<file path="src/dpdc_pkg.sv">
package dpdc_pkg;

  localparam int TGT_W      = 16;
  localparam int HEAD_W     = 16;
  localparam int GAIN_W     = 12;
  localparam int WIN_W      = 10;
  localparam int CFG_DATA_W = 16;
  localparam int CFG_IDX_W  = 3;
  localparam int OUT_W      = 24;
  localparam int OUT_MAX    = 2 ** (OUT_W - 1) - 1;
  localparam int OUT_MIN    = -(2 ** (OUT_W - 1));

  // turn error and its difference
  localparam int TE_W = HEAD_W + 1;
  localparam int TD_W = TE_W + 1;

  localparam logic [GAIN_W-1:0] LAT_KP_RST = GAIN_W'(26);
  localparam logic [GAIN_W-1:0] LAT_KD_RST = GAIN_W'(26);
  localparam logic [GAIN_W-1:0] TRN_KP_RST = GAIN_W'(179);
  localparam logic [GAIN_W-1:0] TRN_KI_RST = GAIN_W'(26);
  localparam logic [GAIN_W-1:0] TRN_KD_RST = GAIN_W'(26);
  localparam logic [WIN_W-1:0]  WIN_RST    = WIN_W'(3);

  typedef enum logic [CFG_IDX_W-1:0] {
    REG_LAT_TGT = 3'd0,
    REG_TRN_TGT = 3'd1,
    REG_LAT_KP  = 3'd2,
    REG_LAT_KD  = 3'd3,
    REG_TRN_KP  = 3'd4,
    REG_TRN_KI  = 3'd5,
    REG_TRN_KD  = 3'd6,
    REG_WIN     = 3'd7
  } cfg_reg_e_t;

endpackage

</file>
<file path="src/dpdc_err.sv">
module dpdc_err import dpdc_pkg::*; #(
  parameter int INTEGRAL_LIMIT = 300,
  parameter int POSITION_WIDTH = 16,
  parameter int EW             = 17,
  parameter int IW             = 10
) (
  input  logic                             clk,
  input  logic                             rst_n,
  input  logic                             up_valid,
  output logic                             up_ready,
  input  logic signed [POSITION_WIDTH-1:0] lpos,
  input  logic signed [POSITION_WIDTH-1:0] rpos,
  input  logic signed [HEAD_W-1:0]         heading,
  input  logic signed [TGT_W-1:0]          lat_tgt,
  input  logic signed [TGT_W-1:0]          trn_tgt,
  input  logic        [WIN_W-1:0]          win,
  output logic                             dn_valid,
  input  logic                             dn_ready,
  output logic signed [EW-1:0]             lat_err,
  output logic signed [EW:0]               lat_der,
  output logic signed [TE_W-1:0]           trn_err,
  output logic signed [TD_W-1:0]           trn_der,
  output logic signed [IW-1:0]             integ
);

  localparam int PW = POSITION_WIDTH;
  localparam int SW = ((IW > TE_W) ? IW : TE_W) + 1;
  localparam logic signed [SW-1:0] LIM_POS = SW'(INTEGRAL_LIMIT);
  localparam logic signed [SW-1:0] LIM_NEG = -LIM_POS;

  logic                 v_r;
  logic signed [EW-1:0] lat_err_r, lat_err_nxt;
  logic signed [EW:0]   lat_der_r;
  logic signed [TE_W-1:0] trn_err_r, trn_err_nxt;
  logic signed [TD_W-1:0] trn_der_r;
  logic signed [IW-1:0] integ_r, integ_nxt;

  logic signed [PW:0]   sum_lr;
  logic signed [PW:0]   avg_full;
  logic signed [PW-1:0] avg;
  logic [TE_W-1:0]      mag;
  logic signed [SW-1:0] acc;
  logic                 load;

  assign up_ready = !v_r || dn_ready;
  assign load     = up_valid && up_ready;

  always_comb begin
    sum_lr      = (PW+1)'(lpos) + (PW+1)'(rpos);
    // halve, truncating toward zero
    avg_full    = (sum_lr + $signed({{PW{1'b0}}, sum_lr[PW]})) >>> 1;
    avg         = avg_full[PW-1:0];
    lat_err_nxt = EW'(lat_tgt) - EW'(avg);
    trn_err_nxt = TE_W'(heading) - TE_W'(trn_tgt);
    mag         = trn_err_nxt[TE_W-1] ? TE_W'(-trn_err_nxt) : TE_W'(trn_err_nxt);
    acc         = SW'(integ_r) + SW'(trn_err_nxt);
    if (mag < TE_W'(win)) begin
      if (acc > LIM_POS) begin
        integ_nxt = IW'(LIM_POS);
      end else if (acc < LIM_NEG) begin
        integ_nxt = IW'(LIM_NEG);
      end else begin
        integ_nxt = IW'(acc);
      end
    end else begin
      integ_nxt = '0;
    end
  end

  always_ff @(posedge clk) begin
    if (!rst_n) begin
      v_r       <= 1'b0;
      lat_err_r <= '0;
      trn_err_r <= '0;
      integ_r   <= '0;
    end else begin
      if (up_ready) begin
        v_r <= up_valid;
      end
      if (load) begin
        lat_err_r <= lat_err_nxt;
        trn_err_r <= trn_err_nxt;
        integ_r   <= integ_nxt;
      end
    end
  end

  always_ff @(posedge clk) begin
    if (load) begin
      lat_der_r <= (EW+1)'(lat_err_nxt) - (EW+1)'(lat_err_r);
      trn_der_r <= TD_W'(trn_err_nxt) - TD_W'(trn_err_r);
    end
  end

  assign dn_valid = v_r;
  assign lat_err  = lat_err_r;
  assign lat_der  = lat_der_r;
  assign trn_err  = trn_err_r;
  assign trn_der  = trn_der_r;
  assign integ    = integ_r;

endmodule

</file>
<file path="src/dpdc_mul.sv">
module dpdc_mul import dpdc_pkg::*; #(
  parameter int EW = 17,
  parameter int IW = 10
) (
  input  logic                       clk,
  input  logic                       rst_n,
  input  logic                       up_valid,
  output logic                       up_ready,
  input  logic signed [EW-1:0]       lat_err,
  input  logic signed [EW:0]         lat_der,
  input  logic signed [TE_W-1:0]     trn_err,
  input  logic signed [TD_W-1:0]     trn_der,
  input  logic signed [IW-1:0]       integ,
  input  logic        [GAIN_W-1:0]   lat_kp,
  input  logic        [GAIN_W-1:0]   lat_kd,
  input  logic        [GAIN_W-1:0]   trn_kp,
  input  logic        [GAIN_W-1:0]   trn_ki,
  input  logic        [GAIN_W-1:0]   trn_kd,
  output logic                       dn_valid,
  input  logic                       dn_ready,
  output logic signed [EW+GAIN_W:0]   lat_p,
  output logic signed [EW+GAIN_W+1:0] lat_d,
  output logic signed [TE_W+GAIN_W:0] trn_p,
  output logic signed [TD_W+GAIN_W:0] trn_d,
  output logic signed [IW+GAIN_W:0]   trn_i
);

  logic v_r;
  logic load;
  logic signed [EW+GAIN_W:0]   lat_p_r;
  logic signed [EW+GAIN_W+1:0] lat_d_r;
  logic signed [TE_W+GAIN_W:0] trn_p_r;
  logic signed [TD_W+GAIN_W:0] trn_d_r;
  logic signed [IW+GAIN_W:0]   trn_i_r;

  assign up_ready = !v_r || dn_ready;
  assign load     = up_valid && up_ready;

  always_ff @(posedge clk) begin
    if (!rst_n) begin
      v_r <= 1'b0;
    end else if (up_ready) begin
      v_r <= up_valid;
    end
  end

  always_ff @(posedge clk) begin
    if (load) begin
      lat_p_r <= lat_err * $signed({1'b0, lat_kp});
      lat_d_r <= lat_der * $signed({1'b0, lat_kd});
      trn_p_r <= trn_err * $signed({1'b0, trn_kp});
      trn_d_r <= trn_der * $signed({1'b0, trn_kd});
      trn_i_r <= integ * $signed({1'b0, trn_ki});
    end
  end

  assign dn_valid = v_r;
  assign lat_p    = lat_p_r;
  assign lat_d    = lat_d_r;
  assign trn_p    = trn_p_r;
  assign trn_d    = trn_d_r;
  assign trn_i    = trn_i_r;

endmodule

</file>
<file path="src/dpdc_sum.sv">
module dpdc_sum import dpdc_pkg::*; #(
  parameter int EW = 17,
  parameter int IW = 10,
  parameter int FW = 34
) (
  input  logic                        clk,
  input  logic                        rst_n,
  input  logic                        up_valid,
  output logic                        up_ready,
  input  logic signed [EW+GAIN_W:0]   lat_p,
  input  logic signed [EW+GAIN_W+1:0] lat_d,
  input  logic signed [TE_W+GAIN_W:0] trn_p,
  input  logic signed [TD_W+GAIN_W:0] trn_d,
  input  logic signed [IW+GAIN_W:0]   trn_i,
  output logic                        dn_valid,
  input  logic                        dn_ready,
  output logic signed [FW-1:0]        lat_pwr,
  output logic signed [FW-1:0]        trn_pwr
);

  logic v_r;
  logic load;
  logic signed [FW-1:0] lat_pwr_r, trn_pwr_r;

  assign up_ready = !v_r || dn_ready;
  assign load     = up_valid && up_ready;

  always_ff @(posedge clk) begin
    if (!rst_n) begin
      v_r <= 1'b0;
    end else if (up_ready) begin
      v_r <= up_valid;
    end
  end

  always_ff @(posedge clk) begin
    if (load) begin
      lat_pwr_r <= FW'(lat_p) + FW'(lat_d);
      trn_pwr_r <= FW'(trn_p) + FW'(trn_d) + FW'(trn_i);
    end
  end

  assign dn_valid = v_r;
  assign lat_pwr  = lat_pwr_r;
  assign trn_pwr  = trn_pwr_r;

endmodule

</file>
<file path="src/dual_pid_drive_controller.sv">
// Two-loop drive controller for a differential base, one control tick per beat.
// Input channel (in_valid/in_ready): left and right wheel positions and heading.
// Output channel (out_valid/out_ready): left and right motor drive, signed Q.8,
// saturated to 24 bits. Exactly one output beat per input beat, in order.
// Configuration: cfg_we writes cfg_data into register cfg_index;
// write only while no beat is in flight.
// Pipeline: input register, error/integral stage, multiply stage, sum stage,
// saturating output register. Throughput is one beat per cycle while
// out_ready stays high. The turn integral and previous errors are updated
// in the error stage as each beat is taken, so beats may follow back to back.
// Each stage has its own valid bit and takes a new beat whenever it is empty
// or its content moves on, so a stalled receiver holds only full stages and
// empty ones fill; in_ready drops when all stages are full and out_ready low.
// Reset (synchronous, active low) empties the pipe, zeroes the loop state
// and restores the default gains, targets and integral window.
module dual_pid_drive_controller import dpdc_pkg::*; #(
  parameter int INTEGRAL_LIMIT = 300,
  parameter int POSITION_WIDTH = 16
) (
  input  logic                             clk,
  input  logic                             rst_n,
  input  logic                             in_valid,
  output logic                             in_ready,
  input  logic signed [POSITION_WIDTH-1:0] in_left_position,
  input  logic signed [POSITION_WIDTH-1:0] in_right_position,
  input  logic signed [HEAD_W-1:0]         in_heading,
  output logic                             out_valid,
  input  logic                             out_ready,
  output logic signed [OUT_W-1:0]          out_left_drive,
  output logic signed [OUT_W-1:0]          out_right_drive,
  input  logic                             cfg_we,
  input  logic [CFG_IDX_W-1:0]             cfg_index,
  input  logic [CFG_DATA_W-1:0]            cfg_data
);

  localparam int EW = ((POSITION_WIDTH > TGT_W) ? POSITION_WIDTH : TGT_W) + 1;
  localparam int IW = $clog2(INTEGRAL_LIMIT + 1) + 1;
  localparam int FW = EW + GAIN_W + 5;
  localparam logic signed [FW-1:0] SAT_HI = FW'(OUT_MAX);
  localparam logic signed [FW-1:0] SAT_LO = FW'(OUT_MIN);

  logic signed [TGT_W-1:0] lat_tgt_r, trn_tgt_r;
  logic [GAIN_W-1:0] lat_kp_r, lat_kd_r, trn_kp_r, trn_ki_r, trn_kd_r;
  logic [WIN_W-1:0]  win_r;

  always_ff @(posedge clk) begin
    if (!rst_n) begin
      lat_tgt_r <= '0;
      trn_tgt_r <= '0;
      lat_kp_r  <= LAT_KP_RST;
      lat_kd_r  <= LAT_KD_RST;
      trn_kp_r  <= TRN_KP_RST;
      trn_ki_r  <= TRN_KI_RST;
      trn_kd_r  <= TRN_KD_RST;
      win_r     <= WIN_RST;
    end else if (cfg_we) begin
      unique case (cfg_reg_e_t'(cfg_index))
        REG_LAT_TGT: lat_tgt_r <= cfg_data[TGT_W-1:0];
        REG_TRN_TGT: trn_tgt_r <= cfg_data[TGT_W-1:0];
        REG_LAT_KP:  lat_kp_r  <= cfg_data[GAIN_W-1:0];
        REG_LAT_KD:  lat_kd_r  <= cfg_data[GAIN_W-1:0];
        REG_TRN_KP:  trn_kp_r  <= cfg_data[GAIN_W-1:0];
        REG_TRN_KI:  trn_ki_r  <= cfg_data[GAIN_W-1:0];
        REG_TRN_KD:  trn_kd_r  <= cfg_data[GAIN_W-1:0];
        REG_WIN:     win_r     <= cfg_data[WIN_W-1:0];
        default: ;
      endcase
    end
  end

  // input register
  logic                             a_v_r;
  logic                             a_rdy;
  logic signed [POSITION_WIDTH-1:0] a_lpos_r, a_rpos_r;
  logic signed [HEAD_W-1:0]         a_head_r;

  logic b_rdy, b_v;
  logic signed [EW-1:0]   b_lat_err;
  logic signed [EW:0]     b_lat_der;
  logic signed [TE_W-1:0] b_trn_err;
  logic signed [TD_W-1:0] b_trn_der;
  logic signed [IW-1:0]   b_integ;

  logic c_rdy, c_v;
  logic signed [EW+GAIN_W:0]   c_lat_p;
  logic signed [EW+GAIN_W+1:0] c_lat_d;
  logic signed [TE_W+GAIN_W:0] c_trn_p;
  logic signed [TD_W+GAIN_W:0] c_trn_d;
  logic signed [IW+GAIN_W:0]   c_trn_i;

  logic d_rdy, d_v;
  logic signed [FW-1:0] d_lat_pwr, d_trn_pwr;

  logic e_rdy;
  logic out_valid_r;
  logic signed [OUT_W-1:0] left_r, right_r;
  logic signed [FW-1:0] left_sum, right_sum;
  logic signed [OUT_W-1:0] left_sat, right_sat;

  assign a_rdy    = !a_v_r || b_rdy;
  assign in_ready = a_rdy;

  always_ff @(posedge clk) begin
    if (!rst_n) begin
      a_v_r <= 1'b0;
    end else if (a_rdy) begin
      a_v_r <= in_valid;
    end
  end

  always_ff @(posedge clk) begin
    if (in_valid && a_rdy) begin
      a_lpos_r <= in_left_position;
      a_rpos_r <= in_right_position;
      a_head_r <= in_heading;
    end
  end

  dpdc_err #(
    .INTEGRAL_LIMIT (INTEGRAL_LIMIT),
    .POSITION_WIDTH (POSITION_WIDTH),
    .EW             (EW),
    .IW             (IW)
  ) u_err (
    .clk      (clk),
    .rst_n    (rst_n),
    .up_valid (a_v_r),
    .up_ready (b_rdy),
    .lpos     (a_lpos_r),
    .rpos     (a_rpos_r),
    .heading  (a_head_r),
    .lat_tgt  (lat_tgt_r),
    .trn_tgt  (trn_tgt_r),
    .win      (win_r),
    .dn_valid (b_v),
    .dn_ready (c_rdy),
    .lat_err  (b_lat_err),
    .lat_der  (b_lat_der),
    .trn_err  (b_trn_err),
    .trn_der  (b_trn_der),
    .integ    (b_integ)
  );

  dpdc_mul #(
    .EW (EW),
    .IW (IW)
  ) u_mul (
    .clk      (clk),
    .rst_n    (rst_n),
    .up_valid (b_v),
    .up_ready (c_rdy),
    .lat_err  (b_lat_err),
    .lat_der  (b_lat_der),
    .trn_err  (b_trn_err),
    .trn_der  (b_trn_der),
    .integ    (b_integ),
    .lat_kp   (lat_kp_r),
    .lat_kd   (lat_kd_r),
    .trn_kp   (trn_kp_r),
    .trn_ki   (trn_ki_r),
    .trn_kd   (trn_kd_r),
    .dn_valid (c_v),
    .dn_ready (d_rdy),
    .lat_p    (c_lat_p),
    .lat_d    (c_lat_d),
    .trn_p    (c_trn_p),
    .trn_d    (c_trn_d),
    .trn_i    (c_trn_i)
  );

  dpdc_sum #(
    .EW (EW),
    .IW (IW),
    .FW (FW)
  ) u_sum (
    .clk      (clk),
    .rst_n    (rst_n),
    .up_valid (c_v),
    .up_ready (d_rdy),
    .lat_p    (c_lat_p),
    .lat_d    (c_lat_d),
    .trn_p    (c_trn_p),
    .trn_d    (c_trn_d),
    .trn_i    (c_trn_i),
    .dn_valid (d_v),
    .dn_ready (e_rdy),
    .lat_pwr  (d_lat_pwr),
    .trn_pwr  (d_trn_pwr)
  );

  // combine and saturate into the output register
  always_comb begin
    left_sum  = d_lat_pwr - d_trn_pwr;
    right_sum = d_lat_pwr + d_trn_pwr;
    if (left_sum > SAT_HI) begin
      left_sat = OUT_W'(SAT_HI);
    end else if (left_sum < SAT_LO) begin
      left_sat = OUT_W'(SAT_LO);
    end else begin
      left_sat = OUT_W'(left_sum);
    end
    if (right_sum > SAT_HI) begin
      right_sat = OUT_W'(SAT_HI);
    end else if (right_sum < SAT_LO) begin
      right_sat = OUT_W'(SAT_LO);
    end else begin
      right_sat = OUT_W'(right_sum);
    end
  end

  assign e_rdy = !out_valid_r || out_ready;

  always_ff @(posedge clk) begin
    if (!rst_n) begin
      out_valid_r <= 1'b0;
    end else if (e_rdy) begin
      out_valid_r <= d_v;
    end
  end

  always_ff @(posedge clk) begin
    if (d_v && e_rdy) begin
      left_r  <= left_sat;
      right_r <= right_sat;
    end
  end

  assign out_valid       = out_valid_r;
  assign out_left_drive  = left_r;
  assign out_right_drive = right_r;

endmodule

</file>
<file path="config.mk">
export PLATFORM = sky130hd
export DESIGN_NAME = dual_pid_drive_controller
export DESIGN_NICKNAME = d
export VERILOG_FILES = /design/src/dpdc_pkg.sv /design/src/dpdc_err.sv /design/src/dpdc_mul.sv /design/src/dpdc_sum.sv /design/src/dual_pid_drive_controller.sv
export SDC_FILE = /design/constraint.sdc
export NUM_CORES = 2
export LEC_CHECK = 0
export BUFFER_PORTS_ARGS = -buffer_cell sky130_fd_sc_hd__buf_4
export CAP_MARGIN = 20
export CELL_PAD_IN_SITES_DETAIL_PLACEMENT = 1
export CELL_PAD_IN_SITES_GLOBAL_PLACEMENT = 2
export CORE_MARGIN = 2
export CORE_UTILIZATION = 46
export CTS_CLUSTER_DIAMETER = 200
export DETAILED_ROUTE_END_ITERATION = 10
export PLACE_DENSITY_LB_ADDON = 0.08
export SLEW_MARGIN = 20
export SYNTH_ARGS = -nofsm -noshare
export SYNTH_HDL_FRONTEND = slang
export SYNTH_SLANG_ARGS = --single-unit
</file>
<file path="constraint.sdc">
create_clock -name clk -period 18.11 [get_ports clk]
set_input_delay 1.811 -clock clk [delete_from_list [all_inputs] [get_ports clk]]
set_output_delay 1.811 -clock clk [all_outputs]
set_load 0.02 [all_outputs]
</file>
==> out/metrics.yaml <==
sta:
  slew_viol_final: 0
  fin_setup_tns_ns: 0
  slew-limit-headroom_pct: 28.7
  timing_hold_violations_final: 0
  fin_crit_ns: 7.20
  setup_ws_ns: 10.91
  finalSetupViolCount: 0
  rsz0062_at_grt: "false"
  finalCritPeriodShare_pct: 39.8
  fmax_ghz: 0.139
  worst_clock_skew_ns: 0.0380
  tightestPinTransition_ns: 1.07
route:
  dr.pass1.iters: 5
  drtAntennaViolNets: 0
  drt_wl_total_um: 181000
  drt-initial-drc-count: 2345
  avgRoutedWirePerCell_um: 21.3
  drc_errors: 0
  avgViaCountPerCell: 5.38
  num_vias: 45900
cells_and_area:
  finish.utilization_pct: 49.8
  nets: 8248
  regArea_sq_um: 13300
  layout-drive-gt1-share_pct: 4.28
  mostFrequentLayoutCells: "inv_1, fa_1, nand2_1, ha_1, and2_1"
  fin_cells: 8531
  syn_to_final_growth_pct: 7.01
  final_area_sq_um: 67600
  final_common_cell: "inv_1"
  multi_input_area_sq_um: 44500
  nFillCells: 15500
critical_path:
  crit_path_frequent_cell: "ha_1"
  r2r_slack_ns: 10.91
  criticalPathCategory: "flop to flop"
  critPathMaxStageDelay_ns: 0.65
  startpoint_type: "flop"
  critPathCaptureType: "flop"
  arrival_ns: 7.65
  crit_required_ns: 18.56
  slowest_stage: "o41ai_1"
  crit_path_max_fanout: 7
global_route:
  grt_pass1_wl_um: 289000
  grtUsageTotal_pct: 26.3
  grt_max_degree: 71
  antenna_found_initial: 7
  overflow: 0
  grt_pass1_vias: 50300
place:
  dp_hpwl_um: 147000
  gp_congestion: 0.868
  pre_cts_slack_ns: 10.90
  placed_cells: 8416
  postPlaceCellArea_sq_um: 65500
  placement.io_buffers: 121
clocking:
  cts_tree: "built"
  clkLatencyLatePin_ns: 0.69
  cts_hold_buf: 0
  cts_sinks: 493
  path_clk_slew_ns: 0.06
  root_buffer: "clkbuf_16"
  cts.path.max_buffers: 3
  post_cts_buffers: 0
  htree_levels: 2
  cts_buffers: 59
  cts_resized: 0
run_status:
  status: "finished, final reports clean"
logic_synthesis:
  ys_seq_area_share_pct: 21.1
  yosysWarnings: 0
  synth_seq_cells: 493
  synthCells: 6746
  synth-async-reset-ratio_pct: 0
  syn-num-nets: 8298
  synth_cell_types: 90
  synth_ff_type: "edfxtp_1"
  syn-mean-instance-area_sq_um: 9.36
  synth-edff-count: 342
  syn_area_sq_um: 63100
worst_hold_path:
  hp-class: "flop to flop"
die:
  io_pins: 122
  start_util_pct: 46.5
  dieArea_sq_um: 140000
  die_w_um: 374
  core_sq_um: 136000
  fp.dieH_um: 374
  row_count: 135
flow_run:
  maxCapViolations: 0
pwr:
  p_per_area_nw_per_um2: 119
  leakagePower_nw: 30.7
  peakVddDrop_uv: 94.1
## area by class of cell
cell class              instances  share of cell area [%]
inverters                    1161                    6.45
repair buffers                145                    1.61
flip-flops and latches        493                    19.7
multi-input cells            4836                    65.9
diodes                          3                  0.0111
well taps                    1781                    3.30
clock buffers                  72                    2.38
clock inverters                40                   0.674
## metal layers
layer,part of all wire (%),global-route usage (%),routed length [um]
met5,0,0,0
met1,47,37.4,86000
met4,1.8,5.23,3340
met3,4.5,3.05,8150
met2,46,43.4,83900
## logic make-up (layout without fill, tap and decap cells)
family | count (synthesis) | in the layout | synth area share [%]
flip-flops | 493 | 493 | 21.1
other | 0 | 3 | 0
buffers and inverters | 1417 | 1418 | 8.50
AND/OR/NAND/NOR | 2063 | 2063 | 15.8
XOR/XNOR | 333 | 333 | 4.65
multiplexers | 8 | 8 | 0.131
AO/OA/AOI/OAI | 952 | 952 | 9.91
adder cells (fa/ha/maj) | 1480 | 1480 | 39.9
## flip-flops by register name, summed over array words and instances, names as in the netlist, 16 cells and up
register,flops
u_mul.lat_d,31
u_mul.trn_i,23
u_mul.trn_p,30
a_lpos_r,16
u_sum.trn_pwr,33
u_mul.lat_p,30
u_err.trn_der,18
lat_tgt_r,16
u_mul.trn_d,31
u_err.lat_der,18
u_err.trn_err,17
trn_tgt_r,16
out_left_drive,24
out_right_drive,24
a_rpos_r,16
u_sum.lat_pwr,32
a_head_r,16
u_err.lat_err,17
## critical path: cells and delay by family, from the launching register on
kind            cells  cell delay [ns]
compound gates     15             3.57
xor+xnor            1             0.12
fa+ha+maj           6             1.84
buf+inv             3             0.18
flops               1             0.33
simple gates        6             0.91
## where the power goes
| part | internal (mW) | switching [mW] |
|---|---|---|
| combinational | 2.02 | 2.91 |
| sequential | 1.59 | 0.224 |
| clock | 0.737 | 0.535 |
| total | 4.35 | 3.67 |
## path summary, 6_finish.rpt
path	cells after the start	end	startpoint
setup / recovery	31	u_err.lat_der[16]	a_lpos_r[0]
hold reg to reg	2	trn_tgt_r[4]	trn_tgt_r[4]
hold / removal	2	trn_tgt_r[4]	trn_tgt_r[4]
setup reg to reg	31	u_err.lat_der[16]	a_lpos_r[0]
## synth_stat cells, drive strengths merged (4+ instances only)
| master | count | area [sq um] |
|---|---|---|
| o31ai | 17 | 138 |
| a21oi | 259 | 1300 |
| o41ai | 11 | 104 |
| o21a | 44 | 330 |
| o2111ai | 9 | 78.8 |
| o21ai | 170 | 858 |
| dfxtp | 151 | 3020 |
| nand3 | 92 | 460 |
| a211o | 6 | 52.6 |
| nor2b | 54 | 338 |
| mux2i | 6 | 60.1 |
| o211ai | 25 | 188 |
| a31oi | 37 | 231 |
| and2 | 518 | 3240 |
| inv | 1159 | 4350 |
| nor4 | 21 | 146 |
| or3 | 24 | 155 |
| nor2 | 227 | 852 |
| nor3b | 5 | 37.5 |
| nand3b | 9 | 67.6 |
| a211oi | 32 | 250 |
| nand4 | 26 | 163 |
| and3 | 24 | 150 |
| fa | 892 | 17900 |
| or2 | 16 | 103 |
| clkbuf | 226 | 850 |
| nand2 | 875 | 3280 |
| nor3 | 99 | 495 |
| a221oi | 5 | 43.8 |
| a21boi | 115 | 863 |
| or4 | 4 | 30.0 |
| a311oi | 5 | 43.8 |
| o211a | 8 | 80.1 |
| a41oi | 12 | 105 |
| edfxtp | 342 | 10300 |
| a21o | 91 | 683 |
| buf | 30 | 160 |
| xor2 | 69 | 619 |
| ha | 588 | 7360 |
| o21bai | 43 | 323 |
| nand2b | 56 | 350 |
| o31a | 14 | 123 |
| xnor2 | 264 | 2320 |
| a2111oi | 10 | 93.8 |
| o311ai | 5 | 43.8 |
## stage by stage
| stage | total power, mW | hold WS (ns) |
|---|---|---|
| 2_1_floorplan | 5.34 | 0.435 |
| 3_3_place_gp | 6.66 | 0.452 |
| 3_5_place_dp | 6.80 | 0.459 |
| 4_1_cts | 8.12 | 0.468 |
| 5_1_grt | 8.78 | 0.487 |
| 6_report | 8.01 | 0.463 |
(Power assumes the default switching activity.)
